### src/rtl/core/ugal_pkg.sv
// ----------------------------------------------------------------------------
// ugal_pkg: shared types and constants of the glyph atlas lookup
// Payload structs, register indexes, request and result codes, and the
// control groups passed between the core, the table search and the divider.
// ----------------------------------------------------------------------------
package ugal_pkg;

	localparam int TABLE_DEPTH = 256;
	localparam int TABLE_AW    = $clog2(TABLE_DEPTH);
	localparam int GLYPH_LIMIT = 24;

	localparam int COUNT_W  = 9;
	localparam int CWIDTH_W = 7;
	localparam int CHEIGHT_W = 7;
	localparam int COLS_W   = 9;
	localparam int GLYPH_W  = 5;
	localparam int CP_W     = 21;
	localparam int CFG_W    = 9;
	localparam int CFG_IDX_W = 2;

	// register indexes
	localparam logic [CFG_IDX_W-1:0] REG_ENTRY_COUNT  = 2'd0;
	localparam logic [CFG_IDX_W-1:0] REG_CELL_WIDTH   = 2'd1;
	localparam logic [CFG_IDX_W-1:0] REG_CELL_HEIGHT  = 2'd2;
	localparam logic [CFG_IDX_W-1:0] REG_GRID_COLUMNS = 2'd3;

	// request and result codes
	localparam logic REQ_TABLE_WRITE = 1'b0;
	localparam logic REQ_TEXT_BYTE   = 1'b1;
	localparam logic KIND_GLYPH      = 1'b0;
	localparam logic KIND_END        = 1'b1;

	typedef struct packed {
		logic        req_type;
		logic [7:0]  text_byte;
		logic [7:0]  entry_index;
		logic [15:0] entry_codepoint;
	} ugal_in_t;

	typedef struct packed {
		logic        result_kind;
		logic [7:0]  cell_index;
		logic [13:0] source_x;
		logic [13:0] source_y;
		logic [10:0] pen_x;
		logic [4:0]  glyph_total;
		logic [10:0] text_width;
	} ugal_out_t;

	typedef struct packed {
		logic                en;
		logic [TABLE_AW-1:0] index;
		logic [15:0]         codepoint;
	} ugal_tbl_wr_t;

	typedef struct packed {
		logic               start;
		logic [15:0]        codepoint;
		logic [COUNT_W-1:0] count;
	} ugal_search_req_t;

	typedef struct packed {
		logic                done;
		logic                hit;
		logic [TABLE_AW-1:0] index;
	} ugal_search_rsp_t;

	typedef struct packed {
		logic              start;
		logic [7:0]        dividend;
		logic [COLS_W-1:0] divisor;
	} ugal_div_req_t;

	typedef struct packed {
		logic              done;
		logic [7:0]        quotient;
		logic [COLS_W-1:0] remainder;
	} ugal_div_rsp_t;

endpackage

### src/rtl/core/ugal_search.sv
// ----------------------------------------------------------------------------
// ugal_search: codepoint table and binary search
// Holds the sorted codepoint table in a synchronous memory and runs one
// probe per cycle: the next midpoint is formed from the returning read data.
// ----------------------------------------------------------------------------
module ugal_search (
	input  logic                      clk,
	input  logic                      arst_n,
	input  ugal_pkg::ugal_tbl_wr_t    wr,
	input  ugal_pkg::ugal_search_req_t req,
	output ugal_pkg::ugal_search_rsp_t rsp
);
	import ugal_pkg::*;

	logic [15:0]         cp_mem [TABLE_DEPTH];
	logic [15:0]         rd_q;
	logic [TABLE_AW-1:0] rd_addr;

	logic                busy_q;
	logic                done_q;
	logic                hit_q;
	logic [TABLE_AW-1:0] idx_q;
	logic [TABLE_AW-1:0] mid_q;
	logic [COUNT_W-1:0]  lo_q;
	logic [COUNT_W-1:0]  hi_q;
	logic [15:0]         cp_q;

	logic                lt;
	logic                eq;
	logic [COUNT_W-1:0]  lo_n;
	logic [COUNT_W-1:0]  hi_n;
	logic                more;
	logic [COUNT_W:0]    sum;
	logic [TABLE_AW-1:0] mid_n;
	logic [COUNT_W-1:0]  cnt_m1;
	logic [TABLE_AW-1:0] mid0;

	always_comb begin
		lt     = rd_q < cp_q;
		eq     = rd_q == cp_q;
		// hi is exclusive so the bounds never go negative
		lo_n   = lt ? (COUNT_W'(mid_q) + COUNT_W'(1)) : lo_q;
		hi_n   = lt ? hi_q : COUNT_W'(mid_q);
		more   = lo_n < hi_n;
		sum    = {1'b0, lo_n} + {1'b0, hi_n} - (COUNT_W+1)'(1);
		mid_n  = sum[TABLE_AW:1];
		cnt_m1 = req.count - COUNT_W'(1);
		mid0   = cnt_m1[TABLE_AW:1];
		rd_addr = busy_q ? mid_n : mid0;
	end

	always_ff @(posedge clk) begin
		if (wr.en) begin
			cp_mem[wr.index] <= wr.codepoint;
		end
		rd_q <= cp_mem[rd_addr];
	end

	always_ff @(posedge clk or negedge arst_n) begin
		if (!arst_n) begin
			busy_q <= 1'b0;
			done_q <= 1'b0;
			hit_q  <= 1'b0;
		end else begin
			done_q <= (req.start && req.count == '0) ||
				(!req.start && busy_q && (eq || !more));
			if (req.start) begin
				if (req.count == '0) begin
					hit_q  <= 1'b0;
				end else begin
					busy_q <= 1'b1;
				end
			end else if (busy_q) begin
				if (eq) begin
					busy_q <= 1'b0;
					hit_q  <= 1'b1;
				end else if (!more) begin
					busy_q <= 1'b0;
					hit_q  <= 1'b0;
				end
			end
		end
	end

	always_ff @(posedge clk) begin
		if (req.start) begin
			lo_q  <= '0;
			hi_q  <= req.count;
			cp_q  <= req.codepoint;
			mid_q <= mid0;
		end else if (busy_q) begin
			lo_q  <= lo_n;
			hi_q  <= hi_n;
			mid_q <= mid_n;
			if (eq) begin
				idx_q <= mid_q;
			end
		end
	end

	assign rsp.done  = done_q;
	assign rsp.hit   = hit_q;
	assign rsp.index = idx_q;

	a_start_idle: assert property (@(posedge clk) disable iff (!arst_n)
		req.start |-> !busy_q)
		else $error("search started while busy");
	a_bounds_open: assert property (@(posedge clk) disable iff (!arst_n)
		busy_q |-> lo_q < hi_q)
		else $error("search running on an empty range");
	a_done_ends: assert property (@(posedge clk) disable iff (!arst_n)
		busy_q && (eq || !more) |=> done_q && !busy_q)
		else $error("search did not finish on a hit or empty range");

endmodule

### config.mk
export PLATFORM = sky130hd
export DESIGN_NAME = ugal_search
export DESIGN_NICKNAME = d
export VERILOG_FILES = /design/src/rtl/core/ugal_pkg.sv /design/src/rtl/core/ugal_search.sv
export SDC_FILE = /design/constraint.sdc
export NUM_CORES = 2
export LEC_CHECK = 0
export ABC_CLOCK_PERIOD_IN_PS = 7750
export BUFFER_PORTS_ARGS = -buffer_cell sky130_fd_sc_hd__buf_2
export CORE_ASPECT_RATIO = 2
export CORE_MARGIN = 5
export CORE_UTILIZATION = 40
export DETAILED_ROUTE_END_ITERATION = 6
export MAX_ROUTING_LAYER = met4
export PLACE_DENSITY = 0.63
export SYNTH_ARGS = -nofsm -noshare
export SYNTH_HDL_FRONTEND = slang
export SYNTH_SLANG_ARGS = --single-unit
### constraint.sdc
create_clock -name clk -period 7.75 [get_ports clk]
set_input_delay 0.775 -clock clk [delete_from_list [all_inputs] [get_ports clk]]
set_output_delay 0.775 -clock clk [all_outputs]
set_load 0.005 [all_outputs]
== Yosys cells after proc, flatten, opt, wreduce, memory -nomap -nowiden ==
Memories as Yosys holds them, arrays and structs flattened. A register that Yosys moved wholly into a read port is not among the register bits.
Index checks and enable logic that the tools add are counted.

* Input port bits: 53
* Word-level logic and storage cells: 50
* Memories kept: 1
* Latch bits: 0
* Memory bits (writable): 4,096
* ROM bits: 0
* Output and inout bits: 10
* Flip-flop bits (word level): 53

* Equality and inequality tests: 4
* Add/subtract/negate cells: 4
* Bitwise logic cells: 1
* Muxes and demuxes: 19
* Shift operators: 0
* Divide/modulo/power cells: 0
* Reduce and logical (&&, ||, !) cells: 11
* $lt $le $gt $ge: 2
* Multipliers: 0

{| class="wikitable"
|+ Memory list
! memory !! depth !! width !! read ports !! clocked after memory_dff !! write ports !! line !! text
|-
| cp_mem || 256 || 16 || 1 || 1 || 1 || ugal_search.sv:15 || <nowiki>logic [15:0] cp_mem [TABLE_DEPTH];</nowiki>
|}

{| class="wikitable"
|+ Operator list
! kind !! count
|-
| 9-bit 2-to-1 mux || 4
|-
| 8-bit 2-to-1 mux || 3
|-
| 9-bit by 1-bit subtractor with 9-bit output (second input constant) || 2
|-
| 16-bit == test || 1
|-
| 16-bit less-than comparator || 1
|-
| 1-bit 2-to-1 mux || 12
|-
| 8-bit by 1-bit adder with 9-bit output (second input constant) || 1
|-
| 9-bit adder || 1
|-
| 9-bit logical NOT || 1
|-
| 9-bit less-than comparator || 1
|-
| 3-bit AND reduction || 2
|-
| 1-bit logical AND || 3
|-
| 3-bit inequality test (second input constant) || 1
|-
| 1-bit logical NOT || 2
|-
| 1-bit logical OR || 2
|-
| 2-bit by 1-bit inequality test with 1-bit output (second input constant) || 1
|-
| 2-bit inequality test (second input constant) || 1
|-
| 2-bit nonzero test || 1
|-
| 1-bit NOT || 1
|}

== Logic depth before layout (Yosys ltp) ==
* Depth after elaboration: 7
* Mapped depth: 28
* Depth with buffers taken out: 22

== Worst setup path after synthesis ==
No wires, ideal clock.

* Path type: register to register
* Start: register cp_q[7]
* End: register rd_q[10], read port of cp_mem
* Library setup time: 0.129 ns
* Buffers on the path: 7
* Arrival: 5.930 ns
* Stages on the path, launching flop included: 26
* Path slack: 1.691 ns
* Clock period less this slack: 6.059 ns
* Cells stage by stage: edfxtp_1 > inv_1 > ha_1 > a21oi_1 > nand3_1 > a22o_4 > nor3_1 > clkbuf_1 > mux2i_1 > ha_1 > clkbuf_1 > xnor2_1 > xnor2_1 > ha_1 > nand2b_1 > o21a_1 > buf_2 > buf_2 > buf_2 > clkbuf_1 > clkbuf_1 > mux4_2 > mux2i_1 > o22ai_1 > nor4_1 > nor4_2

* Word-level cells in the longest chain between the ends: 5
* Elaborated cells on any way between the ends: 6

{| class="wikitable"
|+ Ends and longest elaborated chain
! element !! line !! text
|-
| start, declared || ugal_search.sv:26 || <nowiki>logic [15:0] cp_q;</nowiki>
|-
| start signal, assigned || ugal_search.sv:89 || <nowiki>cp_q <= req.codepoint;</nowiki>
|-
| 16-bit less-than comparator (*) || ugal_search.sv:39 || <nowiki>lt = rd_q < cp_q;</nowiki>
|-
| 9-bit 2-to-1 mux, on equally long branches || ugal_search.sv:42, ugal_search.sv:43 ||
|-
| 9-bit adder (*) || ugal_search.sv:45 || <nowiki>sum = {1'b0, lo_n} + {1'b0, hi_n} - (COUNT_W+1)'(1);</nowiki>
|-
| 9-bit by 1-bit subtractor with 9-bit output (*) || ugal_search.sv:45 ||
|-
| 8-bit 2-to-1 mux (*) || ugal_search.sv:49 || <nowiki>rd_addr = busy_q ? mid_n : mid0;</nowiki>
|-
| end, declared || ugal_search.sv:16 || <nowiki>logic [15:0] rd_q;</nowiki>
|}

Mark *: on every way between the ends. The rest lies on a longest branch, timed or not.
A chain may end at the register's enable or synchronous reset.

== Final worst setup path ==
* Start: register cp_q[8]
* End: register rd_q[10], read port of cp_mem

The elaborated chain is that of the path after synthesis.

==> metrics.md <==
| Metric | Value |
|---|---|
| Post-route insts no fill | 14700 |
| Post-Synthesis Cell Area | 166000 um^2 |
| Post-Route Setup TNS | 0 ps |
| Clk pin slew, worst setup/hold paths | 70 ps |
| Sequential area share after synthesis | 75.2% |
| Die height | 921 um |
| Slew @ Worst Pin | 1480 ps |
| Failing checks | capacitance limit, slew limit |
| Global Route Usage Sum | 22.7% |
| Routability cong. | 0.950 |
| Final HPWL DP | 304000 um |
| Post-synthesis async set-or-reset flop share | 0.0720% |
| Worst skew pair latency | 930 ps |
| Tcrit/Tclk final | 97.5% |
| Crit Path Class | reg -> reg |
| Crit path time final | 7550 ps |
| Synth Flop Type | edfxtp_1 |
| Core area | 414000 um^2 |
| Number of enable flip-flop cells after synthesis | 4137 |
| Data arrival time of the critical path | 8400 ps |
| DP Area | 176000 um^2 |
| CP max-delay cell | a32oi_1 |
| I/O Buffers | 62 |
| Largest stage delay, worst path | 990 ps |
| Postcts setup bufs | 0 |
| Final antenna-violating net count | 0 |
| Final core occ | 45.3% |
| Critical path peak fanout | 22 |
| Hold Crit Class | in -> reg |
| Max Clock Freq | 0.132 GHz |
| Drt wl/cell | 32.7 um |
| Final Hold Viols | 0 |
| Share of cells above drive strength 1 | 24.5% |
| Pin count of the biggest net entering global routing | 160 |
| Synth Register Bits | 4165 |
| Syn_area_per_cell | 19.5 um^2 |
| Vias in the first global route | 89000 |
| Io pins | 63 |
| Post-synthesis cell type count | 86 |
| CP Capture Type | flip-flop |
| Clock sink count | 4165 |
| Cells after synthesis | 8520 |
| Worst r2r src | cp_q[8]$_DFFE_PP_ |
| Max-cap violations | 1 |
| Net count after synthesis | 8610 |
| DP Cell Count | 14000 |
| Die W | 466 um |
| Cell Chain, Critical Path | inv_1 -> ha_1 -> nand4_1 -> nor2_1 -> a22o_4 -> nor3_2 -> buf_4 -> mux2i_1 -> ha_1 -> nand2b_1 -> nor3b_1 -> nand4_1 -> nand4_2 -> o21a_2 -> or3_4 -> buf_12 -> buf_12 -> mux2_2 -> a32oi_1 -> o31ai_1 -> nor4_2 |
| Total CTS buffers | 347 |
| Crit path launch | cp_q[8]$_DFFE_PP_ |
| GRT Residual Overflow | 0 |
| Status | finished, violations left |
| Post-route design area | 187000 um^2 |
| First drt pass iteration count | 5 |
| Nets | 9060 |
| Worst path required time | 8590 ps |
| Die area | 429000 um^2 |
| Yosys warnings | 0 |
| Critical hold path startpoint | req[21] |
| H-tree levels | 5 |
| CP Launch Type | flip-flop |
| Relative slew margins | -0.233% |
| Clock skew | 47.0 ps |
| # DRC | 0 |
| Initial Util | 40.1% |
| Vias per Instance | 5.91 |
| Initial antenna violation count | 36 |
| WL final | 479000 um |
| Area Growth Syn to Fin | 12.9% |
| RSZ-0062 raised after global routing | no |
| CTS root buf | clkbuf_16 |
| CTS tree | built |
| Initial DRC count | 9177 |
| Final Max Slew Viols | 1 |
| Vias | 86600 |
| R2R setup slack | 200 ps |
| Clock buffer depth | 4 |
| Final Setup Violations | 0 |
| Filler cell count | 34500 |
| Global-route wire length before repair | 679000 um |
| # rows | 334 |
## cell families (layout without fill, tap and decap cells)
logic type,after synthesis,after routing,synth area share [%]
AO/OA/AOI/OAI,671,671,2.93
XOR/XNOR,24,24,0.127
adder cells (fa/ha/maj),40,40,0.297
buffers and inverters,600,1325,1.63
flip-flops,4165,4165,75.2
multiplexers,1404,1404,15.5
other,0,31,0
AND/OR/NAND/NOR,1616,1616,4.33
## state kept, by name (all words and copies together) (netlist names)
| register | count |
|---|---|
| done_q | 1 |
| lo_q | 9 |
| idx_q | 8 |
| rd_q | 16 |
| cp_mem | 4096 |
| hi_q | 9 |
| busy_q | 1 |
| mid_q | 8 |
| cp_q | 16 |
| hit_q | 1 |
## path summary, 6_finish.rpt
check	end	depth (start not counted)
worst min register to register	lo_q[1]$_SDFFE_PP0P_	2
min in group asynchronous	done_q$_DFF_PN0_	2
max in group asynchronous	hit_q$_DFFE_PN0P_	2
worst min-delay path	cp_q[12]$_DFFE_PP_	1
worst max register to register	rd_q[10]$_DFF_P_	21
worst max-delay path	rd_q[10]$_DFF_P_	21
## area by class of cell
type                            count  area [um^2]  share of cell area, %
Sequential cell                  4165       125000                   66.6
Multi-Input combinational cell   3755        38900                   20.7
Clock buffer                      425         9190                   4.90
Tap cell                         5376         6730                   3.59
Timing Repair Buffer              641         5740                   3.06
Clock inverter                    199         1830                  0.975
Inverter                           60          225                  0.120
Antenna cell                       31         77.6                 0.0414
## through the flow
stage | hold WS [ps] | worst slack (ps)
detailed placement | 482 | 36.0
global placement | 478 | -97.8
finish | 85.9 | 195
CTS | 7.03 | 134
floorplan | 424 | 1690
global route | 64.1 | 134
## synth_stat cells (20+ instances only)
| cell type | count | area share (%) |
|---|---|---|
| dfxtp_1 | 25 | 0.30 |
| edfxtp_1 | 4137 | 75 |
| nand2_1 | 737 | 1.7 |
| ha_1 | 37 | 0.28 |
| a31oi_1 | 57 | 0.21 |
| mux2_2 | 94 | 0.64 |
| a21boi_0 | 22 | 0.099 |
| o21ai_0 | 78 | 0.24 |
| buf_2 | 177 | 0.53 |
| nor3_1 | 51 | 0.15 |
| nor2_1 | 367 | 0.83 |
| a22oi_1 | 60 | 0.27 |
| buf_4 | 46 | 0.21 |
| o211ai_1 | 21 | 0.095 |
| nand4_1 | 44 | 0.17 |
| a21oi_1 | 88 | 0.27 |
| mux4_2 | 924 | 13 |
| nand3_1 | 174 | 0.52 |
| mux2i_1 | 374 | 2.3 |
| and3_1 | 156 | 0.59 |
| nor4_1 | 22 | 0.083 |
| a221oi_1 | 21 | 0.11 |
| o22ai_1 | 38 | 0.14 |
| o311ai_0 | 20 | 0.11 |
| clkbuf_1 | 271 | 0.61 |
| a211oi_1 | 101 | 0.46 |
| inv_1 | 57 | 0.13 |
| buf_1 | 38 | 0.086 |
| o221ai_1 | 39 | 0.21 |
## timing repair
| action | in CTS | in global routing |
|---|---|---|
| setup endpoints to repair | 1 | 4 |
| gates resized for setup | 1 | 4 |
| hold buffers | 9 | 0 |
| hold endpoints to repair | 11 | 0 |
## critical path: cells and delay by family, from the launching register on
kind / cells / cell delay (ps)
AOI/OAI and AO/OA: 4 / 2150
adders and majority gates: 2 / 800
buffers and inverters: 4 / 970
DFF: 1 / 390
muxes: 2 / 720
and+or+nand+nor: 9 / 2350
## layer usage
layer,GRT usage (%),vias to the layer above,routed length (um)
met5,-,-,0
met4,15.5,0,41000
met3,2.97,1054,30600
met2,38.8,3846,249000
met1,24.6,46100,159000
li1,-,35700,-
## layout by cell type (no fill, tap or decap), types with 16 or more instances in the layout
cell       instances
a22oi_1           60
a31oi_1           57
o211ai_1          21
mux2i_1          373
ha_1              37
o21ai_0           78
dfxtp_1           25
nor2_2            48
clkbuf_16        355
nand2_1          737
o31a_1            16
clkbuf_1          66
o221ai_1          39
a21oi_1           87
inv_1             57
edfxtp_1        4137
nor3_1            40
and3_1           156
clkinv_2          67
o311ai_0          20
nand4_1           44
clkinv_1          68
buf_8             16
a211oi_1          95
nand3_1          165
mux4_2           924
nor4_1            19
o22ai_1           38
buf_2             46
bufinv_16         28
diode_2           31
a221oi_1          21
buf_4            498
a21boi_0          22
buf_12            72
mux2_2            93
nor2_1           318
xnor2_1           17
Power is not shown: default switching activity piles up to over one toggle a cycle in this logic, so the estimate is an artifact.
