<file path="src/rtl/core/ugal_pkg.sv">
// ----------------------------------------------------------------------------
// ugal_pkg: shared types and constants of the glyph atlas lookup
// Payload structs, register indexes, request and result codes, and the
// control groups passed between the core, the table search and the divider.
// ----------------------------------------------------------------------------
package ugal_pkg;

	localparam int TABLE_DEPTH = 256;
	localparam int TABLE_AW    = $clog2(TABLE_DEPTH);
	localparam int GLYPH_LIMIT = 24;

	localparam int COUNT_W  = 9;
	localparam int CWIDTH_W = 7;
	localparam int CHEIGHT_W = 7;
	localparam int COLS_W   = 9;
	localparam int GLYPH_W  = 5;
	localparam int CP_W     = 21;
	localparam int CFG_W    = 9;
	localparam int CFG_IDX_W = 2;

	// register indexes
	localparam logic [CFG_IDX_W-1:0] REG_ENTRY_COUNT  = 2'd0;
	localparam logic [CFG_IDX_W-1:0] REG_CELL_WIDTH   = 2'd1;
	localparam logic [CFG_IDX_W-1:0] REG_CELL_HEIGHT  = 2'd2;
	localparam logic [CFG_IDX_W-1:0] REG_GRID_COLUMNS = 2'd3;

	// request and result codes
	localparam logic REQ_TABLE_WRITE = 1'b0;
	localparam logic REQ_TEXT_BYTE   = 1'b1;
	localparam logic KIND_GLYPH      = 1'b0;
	localparam logic KIND_END        = 1'b1;

	typedef struct packed {
		logic        req_type;
		logic [7:0]  text_byte;
		logic [7:0]  entry_index;
		logic [15:0] entry_codepoint;
	} ugal_in_t;

	typedef struct packed {
		logic        result_kind;
		logic [7:0]  cell_index;
		logic [13:0] source_x;
		logic [13:0] source_y;
		logic [10:0] pen_x;
		logic [4:0]  glyph_total;
		logic [10:0] text_width;
	} ugal_out_t;

	typedef struct packed {
		logic                en;
		logic [TABLE_AW-1:0] index;
		logic [15:0]         codepoint;
	} ugal_tbl_wr_t;

	typedef struct packed {
		logic               start;
		logic [15:0]        codepoint;
		logic [COUNT_W-1:0] count;
	} ugal_search_req_t;

	typedef struct packed {
		logic                done;
		logic                hit;
		logic [TABLE_AW-1:0] index;
	} ugal_search_rsp_t;

	typedef struct packed {
		logic              start;
		logic [7:0]        dividend;
		logic [COLS_W-1:0] divisor;
	} ugal_div_req_t;

	typedef struct packed {
		logic              done;
		logic [7:0]        quotient;
		logic [COLS_W-1:0] remainder;
	} ugal_div_rsp_t;

endpackage

</file>
<file path="src/rtl/core/ugal_divmod.sv">
// ----------------------------------------------------------------------------
// ugal_divmod: cell index divider
// Restoring division of the 8-bit cell index by the column count, two
// quotient bits per cycle.
// ----------------------------------------------------------------------------
module ugal_divmod (
	input  logic                   clk,
	input  logic                   arst_n,
	input  ugal_pkg::ugal_div_req_t req,
	output ugal_pkg::ugal_div_rsp_t rsp
);
	import ugal_pkg::*;

	logic              busy_q;
	logic              done_q;
	logic [1:0]        step_q;
	logic [7:0]        num_q;
	logic [7:0]        quo_q;
	logic [COLS_W-1:0] rem_q;
	logic [COLS_W-1:0] den_q;

	logic [COLS_W:0]   t1;
	logic [COLS_W:0]   t2;
	logic              ge1;
	logic              ge2;
	logic [COLS_W-1:0] r1;
	logic [COLS_W-1:0] r2;

	always_comb begin
		t1  = {rem_q, num_q[7]};
		ge1 = t1 >= {1'b0, den_q};
		r1  = ge1 ? COLS_W'(t1 - {1'b0, den_q}) : COLS_W'(t1);
		t2  = {r1, num_q[6]};
		ge2 = t2 >= {1'b0, den_q};
		r2  = ge2 ? COLS_W'(t2 - {1'b0, den_q}) : COLS_W'(t2);
	end

	always_ff @(posedge clk or negedge arst_n) begin
		if (!arst_n) begin
			busy_q <= 1'b0;
			done_q <= 1'b0;
			step_q <= '0;
		end else begin
			done_q <= !req.start && busy_q && step_q == 2'd3;
			if (req.start) begin
				busy_q <= 1'b1;
				step_q <= '0;
			end else if (busy_q) begin
				step_q <= step_q + 2'd1;
				if (step_q == 2'd3) begin
					busy_q <= 1'b0;
				end
			end
		end
	end

	always_ff @(posedge clk) begin
		if (req.start) begin
			num_q <= req.dividend;
			den_q <= req.divisor;
			rem_q <= '0;
			quo_q <= '0;
		end else if (busy_q) begin
			num_q <= {num_q[5:0], 2'b00};
			rem_q <= r2;
			quo_q <= {quo_q[5:0], ge1, ge2};
		end
	end

	assign rsp.done      = done_q;
	assign rsp.quotient  = quo_q;
	assign rsp.remainder = rem_q;

	a_start_idle: assert property (@(posedge clk) disable iff (!arst_n)
		req.start |-> !busy_q)
		else $error("divide started while busy");
	a_rem_below: assert property (@(posedge clk) disable iff (!arst_n)
		done_q |-> rem_q < den_q)
		else $error("remainder not below divisor");
	a_four_steps: assert property (@(posedge clk) disable iff (!arst_n)
		req.start |=> ##3 busy_q ##1 done_q)
		else $error("divide did not take four steps");

endmodule

</file>
<file path="config.mk">
export PLATFORM = sky130hd
export DESIGN_NAME = ugal_divmod
export DESIGN_NICKNAME = d
export VERILOG_FILES = /design/src/rtl/core/ugal_pkg.sv /design/src/rtl/core/ugal_divmod.sv
export SDC_FILE = /design/constraint.sdc
export NUM_CORES = 1
export LEC_CHECK = 0
export ABC_CLOCK_PERIOD_IN_PS = 4700
export BUFFER_PORTS_ARGS = -buffer_cell sky130_fd_sc_hd__clkbuf_2
export CORE_ASPECT_RATIO = 0.5
export CORE_MARGIN = 2
export CORE_UTILIZATION = 40
export DETAILED_ROUTE_END_ITERATION = 7
export PLACE_DENSITY = 0.56
export SYNTH_ARGS = -nofsm -noshare
export SYNTH_HDL_FRONTEND = slang
export SYNTH_SLANG_ARGS = --single-unit
</file>
<file path="constraint.sdc">
create_clock -name clk -period 4.7 [get_ports clk]
set_clock_uncertainty 0.15 [all_clocks]
set_input_delay 1.175 -clock clk [delete_from_list [all_inputs] [get_ports clk]]
set_output_delay 1.175 -clock clk [all_outputs]
set_load 0.005 [all_outputs]
</file>
### After elaboration in Yosys (flattened, before gate mapping)

Cells that the tools add are included.

* add/sub/neg operators: 3
* $lt $le $gt $ge: 2
* equal/unequal tests: 1
* multiplexer cells: 9
* reduce and logical (&&, ||, !) cells: 4

Operators with widths (count)
* 10-bit by 9-bit greater-or-equal comparator with 1-bit output: 2
* 9-bit 2-to-1 mux: 2
* 9-bit subtractor: 2
* 8-bit 2-to-1 mux: 2
* 2-bit 2-to-1 mux: 2
* 1-bit 2-to-1 mux: 3
* 2-bit by 1-bit adder with 2-bit output, second input constant: 1
* 2-bit equality test, second input constant: 1
* 1-bit logical AND: 2
* 2-bit nonzero test: 1
* 1-bit zero test: 1

* flip-flop bits (word level): 38
* input port bits: 20
* logic and storage cells: 26

### Logic depth before layout (Yosys ltp)

Gate-level depths: netlist of run 1.

* word-level depth: 4
* mapped depth: 18
* depth with buffers taken out: 16

### Worst setup path after synthesis of run 1

No wires, ideal clock.

* path type: register -> register
* start point: reg num_q[7]
* end point: reg rem_q[8]
* setup time: 115 ps
* data arrival time: 4074 ps
* data required time: 4435 ps
* setup slack: 360 ps
* cell stages (with the launch flop): 18
* buffers on the path: 2
* period minus slack after synthesis: 4340 ps
* cell sequence: edfxtp_1 inv_1 ha_1 inv_1 fa_1 a211oi_2 o21ai_0 a221oi_1 buf_2 mux2_2 ha_1 a21oi_1 a21oi_1 o31a_1 a211o_1 buf_4 a21oi_1 a21bo_2

* word-level cells in the longest chain between the ends: 4
* elaborated cells on any way between the ends: 6
* classes of those cells: add/sub: 2; order compare: 2; mux: 2

Ends and longest elaborated chain
* start: declaration: line ugal_divmod.sv:17 `logic [7:0] num_q;`
* start signal: assignment: line ugal_divmod.sv:59 `num_q <= req.dividend;`
* start signal: assignment: line ugal_divmod.sv:64 `num_q <= {num_q[5:0], 2'b00};`
* 9-bit subtractor / 10-bit by 9-bit greater-or-equal comparator with 1-bit output (equally long branches): line ugal_divmod.sv:32, ugal_divmod.sv:31
* 9-bit 2-to-1 mux (*): line ugal_divmod.sv:32 `r1 = ge1 ? COLS_W'(t1 - {1'b0, den_q}) : COLS_W'(t1);`
* 9-bit subtractor / 10-bit by 9-bit greater-or-equal comparator with 1-bit output (equally long branches): line ugal_divmod.sv:35, ugal_divmod.sv:34
* 9-bit 2-to-1 mux (*): line ugal_divmod.sv:35 `r2 = ge2 ? COLS_W'(t2 - {1'b0, den_q}) : COLS_W'(t2);`
* end signal: assignment: line ugal_divmod.sv:65 `rem_q <= r2;`
* end: declaration: line ugal_divmod.sv:19 `logic [COLS_W-1:0] rem_q;`

Mark *: on every way between the ends. The rest lies on a longest branch, timed or not.
A chain may end at the register's enable or synchronous reset.

### Worst setup path after layout of run 1

Ends and elaborated chain as after synthesis.

==> results.md, run 1 <==
- Status: completed
- Worst skew pair latency: between 200 and 300 ps
- Routed vias: approximately 1900
- Dpl cells: 338
- Total GRT Usage: between 10% and 20%
- Post-synthesis sequential area ratio: a little over 40%
- Netlist cell types: 48
- Synth Cell Area: around 2400 sq um
- Post-layout util: about half
- Drt initial violations: 95
- Worst path slowest cell: fa_1
- FF-to-FF Start: num_q[7]
- P&R area growth vs syn: 19.64%
- Setup crit end kind: flip-flop
- Ys flop type: edfxtp_1
- TritonCTS clock tree: built
- Instance count of the mapped netlist: 232
- Reg2reg path depth: 18
- Crit path largest cell delay: 410 ps
- Required time of the critical path: 4720 ps
- Fin. Hold Viols: 0
- CP top delay family: compound AO/OA/AOI/OAI gates
- DRT antenna net count: 0
- Met2 Use GR: 23.87%
- Initial Util: 42.31%
- First-pass GRT wire length: around 9 mm
- Pre-Repair DR Iteration Count: 4
- Full die area: around 6600 sq um
- Most used cell, CP: buf_4
- Most used routing layer: met1
- Reg2Reg Setup Slack: 230 ps
- # IOs: 38
- CP cell instances: inv_1 -> ha_1 -> inv_1 -> fa_1 -> a211oi_2 -> o21ai_0 -> a221oi_1 -> buf_4 -> buf_4 -> mux2_2 -> ha_1 -> nand4_1 -> a21oi_1 -> o31a_1 -> a211o_4 -> buf_4 -> a21oi_1 -> a21bo_2
- Die Span Y: 58.36 microns
- Htree depth: 2
- Total nets after synthesis: between 200 and 300
- M3 GR Usage: under 10%
- Largest net degree at the start of global routing: 40
- Core area: 5587 sq um
- Post-synth top area cell: edfxtp_1
- Worst setup margin: approximately 230 ps
- Critical path type: reg -> reg
- Worst Hold End: quo_q[7]
- Slew margin rel.: between 40% and 50%
- Vias in the first global route: roughly 1800
- Longest Clk Path Bufs: 2
- Fin nets: 314
- Share of cells above drive strength 1: a little over a quarter
- Crit path arrival time: roughly 4500 ps
- Worst slack at placement: around 140 ps
- Maxcap violations: 0
- Post-layout min period: 4473 ps
- Post-Layout Cell Count: about 350
- Via/cell ratio: about 5.4
- Total grt overflow: 0
- Slew Viols, Final: 0
- Final Cell Area: ~2800 sq um
- Max Clk Rate: 0.2235 GHz
- CTS Sinks: 38
- Worst vdd ir: between 200 and 300 uV
- Post-DP HPWL: between 4 and 5 mm
- Detailed Route WL: 5.384 mm
- PortBufs: 37
- Flops & latches, synth: 38
- N_diodes: 0
- Wire length per cell: 15.52 microns
- Reg clk slew, reported paths: ~60 ps
- Ys Warns: 0
- Pwr dens: 699.8 nW/um^2
- Post-Place Cell Area: about 2600 sq um
- Final worst-path cycle share: between 90% and 100%
- Avg Cell Area, Syn: 10.19 sq um
- Antenna violations before repair: 0
- Clock root cell: clkbuf_16
- WHS Path Cells: 2
- # rows: 19
- Endpoints failing setup: 0
- Hold WC Path Type: reg -> reg
- Tightest Pin Transition: between 800 and 900 ps
- Hold wc startpoint: quo_q[7]
- Lkg Pwr: about 1.3 nW
- Worst-path maximum fanout: 7
- R2r endpoint: rem_q[8]
- CP startpoint kind: flip-flop
- Post-synth top area share: a little over a fifth
- Ys async rst share: about a tenth
- Num CTS Buffers: 5
- RSZ-0062 raised after global routing: false
- Buf+Inv Stages, Crit Path: 5
- Gp weighted congestion: ~0.9
- Post-synth EDFFs: 17
- Setup_tns: 0 ps
- DRC: 0
- Met1 Use GR: roughly 28%
- Die Wd: roughly 110 microns
- Ranking of synthesized cells by area: edfxtp_1, dfxtp_1, ha_1
[Yosys cell counts (5+ instances only)]
cell      count
a211oi_1      6
nand2b_1      6
nand3_1       5
ha_1         19
a21oi_1       7
inv_1        13
o21ai_0       6
mux2_2       11
edfxtp_1     17
clkbuf_1      6
nor3_1        5
mux2i_1      14
nor2_1       31
dfxtp_1      17
nand2_1       5
[placed cells by master, fill, tap and decap left out, types with 6 or more instances in the layout]
cell / Yosys / layout
a211oi_1: 6 / 6
a21oi_1: 7 / 6
buf_4: 2 / 6
clkbuf_2: 0 / 37
dfxtp_1: 17 / 17
edfxtp_1: 17 / 17
ha_1: 19 / 18
inv_1: 13 / 13
mux2_2: 11 / 11
mux2i_1: 14 / 14
nand2b_1: 6 / 6
nor2_1: 31 / 31
o21ai_0: 6 / 6
[logic make-up (layout without fill, tap and decap cells)]
family | after synthesis | in the layout | synth area share, %
xor gates and xnor gates | 6 | 6 | 2.223
and+or+nand+nor | 71 | 71 | 15.09
DFF | 38 | 38 | 40.23
adders and majority gates | 21 | 21 | 11.75
buffers and inverters | 22 | 64 | 3.864
AOI/OAI and AO/OA | 48 | 48 | 15.03
muxes | 26 | 26 | 11.80
[power breakdown]
group	switching (mW)	internal (mW)
sequential	0.0508	0.415
clock	0.133	0.250
combinational	0.593	0.537
[flip-flops by register name, indices dropped and copies added, names as in the netlist]
name	count
busy_q	1
den_q	9
done_q	1
num_q	8
quo_q	8
rem_q	9
step_q	2
[worst max-delay path by stage]
stage | startpoint | slack (ps) | depth (start not counted) | endpoint
5_1_grt | num_q[7] | 20 | 18 | rem_q[8]
4_1_cts | num_q[7] | 90 | 17 | rem_q[8]
2_1_floorplan | num_q[7] | 360 | 17 | rem_q[8]
3_3_place_gp | num_q[7] | 320 | 17 | rem_q[8]
3_5_place_dp | num_q[7] | 140 | 17 | rem_q[8]
6_report | num_q[7] | 230 | 18 | rem_q[8]
[routing by layer]
layer | share of wire, % | routed length (microns)
met1 | 54 | 2892
met2 | 39 | 2082
met3 | 6.4 | 343
met4 | 1.2 | 65
met5 | 0 | 0
[through the flow]
stage	hold WS (ps)	total power, mW
CTS	352.5	1.943
global route	386.0	2.133
global placement	325.0	1.551
detailed placement	337.1	1.550
floorplan	335.4	1.285
finish	344.6	1.979
[worst reg2reg max path, stage by stage (launching register included)]
cell and delay [ps]:
edfxtp_1 350, inv_1 80, ha_1 160, inv_1 60
fa_1 410, a211oi_2 230, o21ai_0 130, a221oi_1 280
buf_4 210, buf_4 160, mux2_2 370, ha_1 330
nand4_1 130, a21oi_1 70, o31a_1 330, a211o_4 330
buf_4 190, a21oi_1 170, a21bo_2 240
[timing repair]
action / in CTS / in global routing
hold endpoints to repair: 0 / 0
hold buffers: 0 / 0
endpoints found under the setup margin: 0 / 9
buffers inserted: 0 / 1
resized for setup: 0 / 4
[layout make-up]
class                   count  area [sq um]
clock inverters             3         45.04
flip-flops and latches     38         950.9
repair buffers             43         230.2
well taps                  73         91.34
inverters                  13         48.80
clock buffers               5         125.1
multi-input cells         172          1336
fillers                   518          2759
Note: power is estimated with default switching activity, not from simulation.
==> run 2, diff against run 1 <==
PLACE_DENSITY = 0.57   (was 0.56)
==> run 2 against run 1 <==
Critical path depth fell by 1. Sequential power increased by 2%. Combinational power barely moved. Largest cell class unchanged. Final cell count up 0.29%. Design area increased by 0.18%. Critical path type unchanged. Fmax grew 0.51%. Count of clock-buffer cells in the layout rose by 2. Core utilization grew 0.090 points.
==> results.md, run 2 (synthesis gave the netlist of run 1 again) <==
- Hold WS: 349.0 ps (+4.388 ps)
- Wire length per cell: 15.13 microns (-2.5%)
- N_diodes: 0 (unchanged)
- Drt initial violations: 102 (+7.4%)
- R2r endpoint: rem_q[5]
- Initial Util: 42.31% (unchanged)
- Vias in the first global route: 1711 (-3.0%)
- Post-DP HPWL: 4.057 mm (+0.35%)
- Max Clk Rate: 0.2247 GHz (+0.51%)
- Gp weighted congestion: 0.8939 (-1.4%)
- Num CTS Buffers: 5 (unchanged)
- FF-to-FF Start: num_q[7]
- Crit path largest cell delay: 410 ps (about the same)
- Routed vias: 1823 (-2.1%)
- Reg2Reg Setup Slack: 250 ps (+20 ps)
- Critical path type: reg -> reg
- Worst skew pair latency: 270 ps (about the same)
- Full die area: 6577 sq um (unchanged)
- Final Cell Area: 2833 sq um (+0.18%)
- Worst Hold End: quo_q[7]
- Reg2reg path depth: 17 (-1)
- Die Wd: 112.7 microns (unchanged)
- Slew margin rel.: 27.63% (-13 points)
- Total power: 1.974 mW (-0.23%)
- Fin nets: 315 (+0.32%)
- CP cell instances: inv_1 -> ha_1 -> inv_1 -> fa_1 -> a211oi_2 -> o21ai_0 -> a221oi_2 -> buf_4 -> mux2_2 -> ha_1 -> a211oi_1 -> nor3b_1 -> o31a_1 -> a211o_1 -> buf_4 -> mux2i_1 -> a211oi_1
- Core area: 5587 sq um (unchanged)
- Reg clk slew, reported paths: 60 ps (about the same)
- CP startpoint kind: flip-flop
- P&R area growth vs syn: 19.85%
- Lkg Pwr: 1.316 nW (+1.3%)
- Dpl cells: 338 (unchanged)
- Via/cell ratio: 5.239 (-2.4%)
- Detailed Route WL: 5.266 mm (-2.2%)
- # rows: 19 (unchanged)
- WHS Path Cells: 2 (unchanged)
- First-pass GRT wire length: 8.638 mm (-3.8%)
- Clock root cell: clkbuf_16
- Setup crit end kind: flip-flop
- Setup_tns: 0 ps (unchanged)
- Final worst-path cycle share: 94.70% (-0.48 points)
- Top flop regs: den_q (9), rem_q (9)
- Pre-Repair DR Iteration Count: 4 (unchanged)
- Most common cell after layout, fill and taps aside: clkbuf_2
- Crit path arrival time: 4480 ps (-20 ps)
- Status: completed
- Post-Place Cell Area: 2635 sq um (unchanged)
- Fin. Hold Viols: 0 (unchanged)
- Worst slack at placement: 208.0 ps (+65.95 ps)
- Longest Clk Path Bufs: 2 (unchanged)
- Post-layout min period: 4451 ps (-22.47 ps)
- Post-layout util: 50.71% (+0.090 points)
- Largest net degree at the start of global routing: 40 (unchanged)
- Die Span Y: 58.36 microns (unchanged)
- Hold wc startpoint: quo_q[7]
- DRC: 0 (unchanged)
- Worst setup margin: 249.0 ps (+22.47 ps)
- Worst path slowest cell: fa_1
- Htree depth: 2 (unchanged)
- TritonCTS clock tree: built
- Required time of the critical path: 4730 ps (about the same)
- PortBufs: 37 (unchanged)
- Antenna violations before repair: 0 (unchanged)
- Maxcap violations: 0 (unchanged)
- Post-Layout Cell Count: 348 (+0.29%)
- Tightest Pin Transition: 1086 ps (+189.2 ps)
- Hold WC Path Type: reg -> reg
- Total GRT Usage: 16.96% (-0.87 points)
- Worst vdd ir: 268.6 uV (-9.0%)
- Total grt overflow: 0 (unchanged)
- Endpoints failing setup: 0 (unchanged)
- DRT antenna net count: 0 (unchanged)
- Worst-path maximum fanout: 7 (unchanged)
- Slew Viols, Final: 0 (unchanged)
- Share of cells above drive strength 1: 25.82% (-0.46 points)
- CTS Sinks: 38 (unchanged)
- Most frequent cells in the layout: clkbuf_2, nor2_1, ha_1
- Pwr dens: 696.9 nW/um^2 (-0.41%)
- # IOs: 38 (unchanged)
==> run 2: changes by cell type in the layout (fill, tap and decap cells not counted), sizes merged <==
cell | before | now
clkinvlp | 2 | 0
clkbuf | 42 | 44
buf | 6 | 7
==> run 2: how the worst max path moves through the flow <==
stage	startpoint	endpoint	slack (ps)	depth (start not counted)
global route	num_q[7]	rem_q[5]	-20	17
CTS	num_q[7]	rem_q[4]	160	17
floorplan	num_q[7]	rem_q[8]	360	17
finish	num_q[7]	rem_q[5]	250	17
detailed placement	num_q[7]	rem_q[4]	210	17
global placement	num_q[7]	rem_q[5]	280	17
==> run 2: cell type report <==
class | count | area [sq um]
Timing Repair Buffer | 44 | 237.7
Fill cell | 529 | 2754
Sequential cell | 38 | 950.9
Multi-Input combinational cell | 172 | 1331
Tap cell | 73 | 91.34
Clock inverter | 1 | 30.03
Inverter | 13 | 48.80
Clock buffer | 7 | 142.6
==> run 2: what timing repair did <==
item / in CTS / in global routing
setup buffers: 0 / 2
resized for setup: 0 / 2
setup endpoints to repair: 0 / 8
hold endpoints to repair: 0 / 0
hold buffers: 0 / 0
==> run 2: routing by layer <==
layer  part of all wire (%)  global-route usage [%]  up-vias
li1                       -                       -      941
met1                     56                   26.37      843
met2                     40                   23.70       37
met3                    3.8                   3.913        2
met4                   0.27                   4.181        0
met5                      0                       0        -
==> run 2: power breakdown <==
part	switching [mW]	internal, mW
Clock	0.121	0.265
Combinational	0.574	0.538
Sequential	0.0615	0.415
Total	0.757	1.22
==> run 2: worst max-delay path, delay by kind of cell (launching register included) <==
family	cells	cell delay, ps
AOI/OAI and AO/OA	7	1790
adders and majority gates	3	940
buffers and inverters	4	520
DFF	1	350
muxes	2	480
and+or+nand+nor	1	110
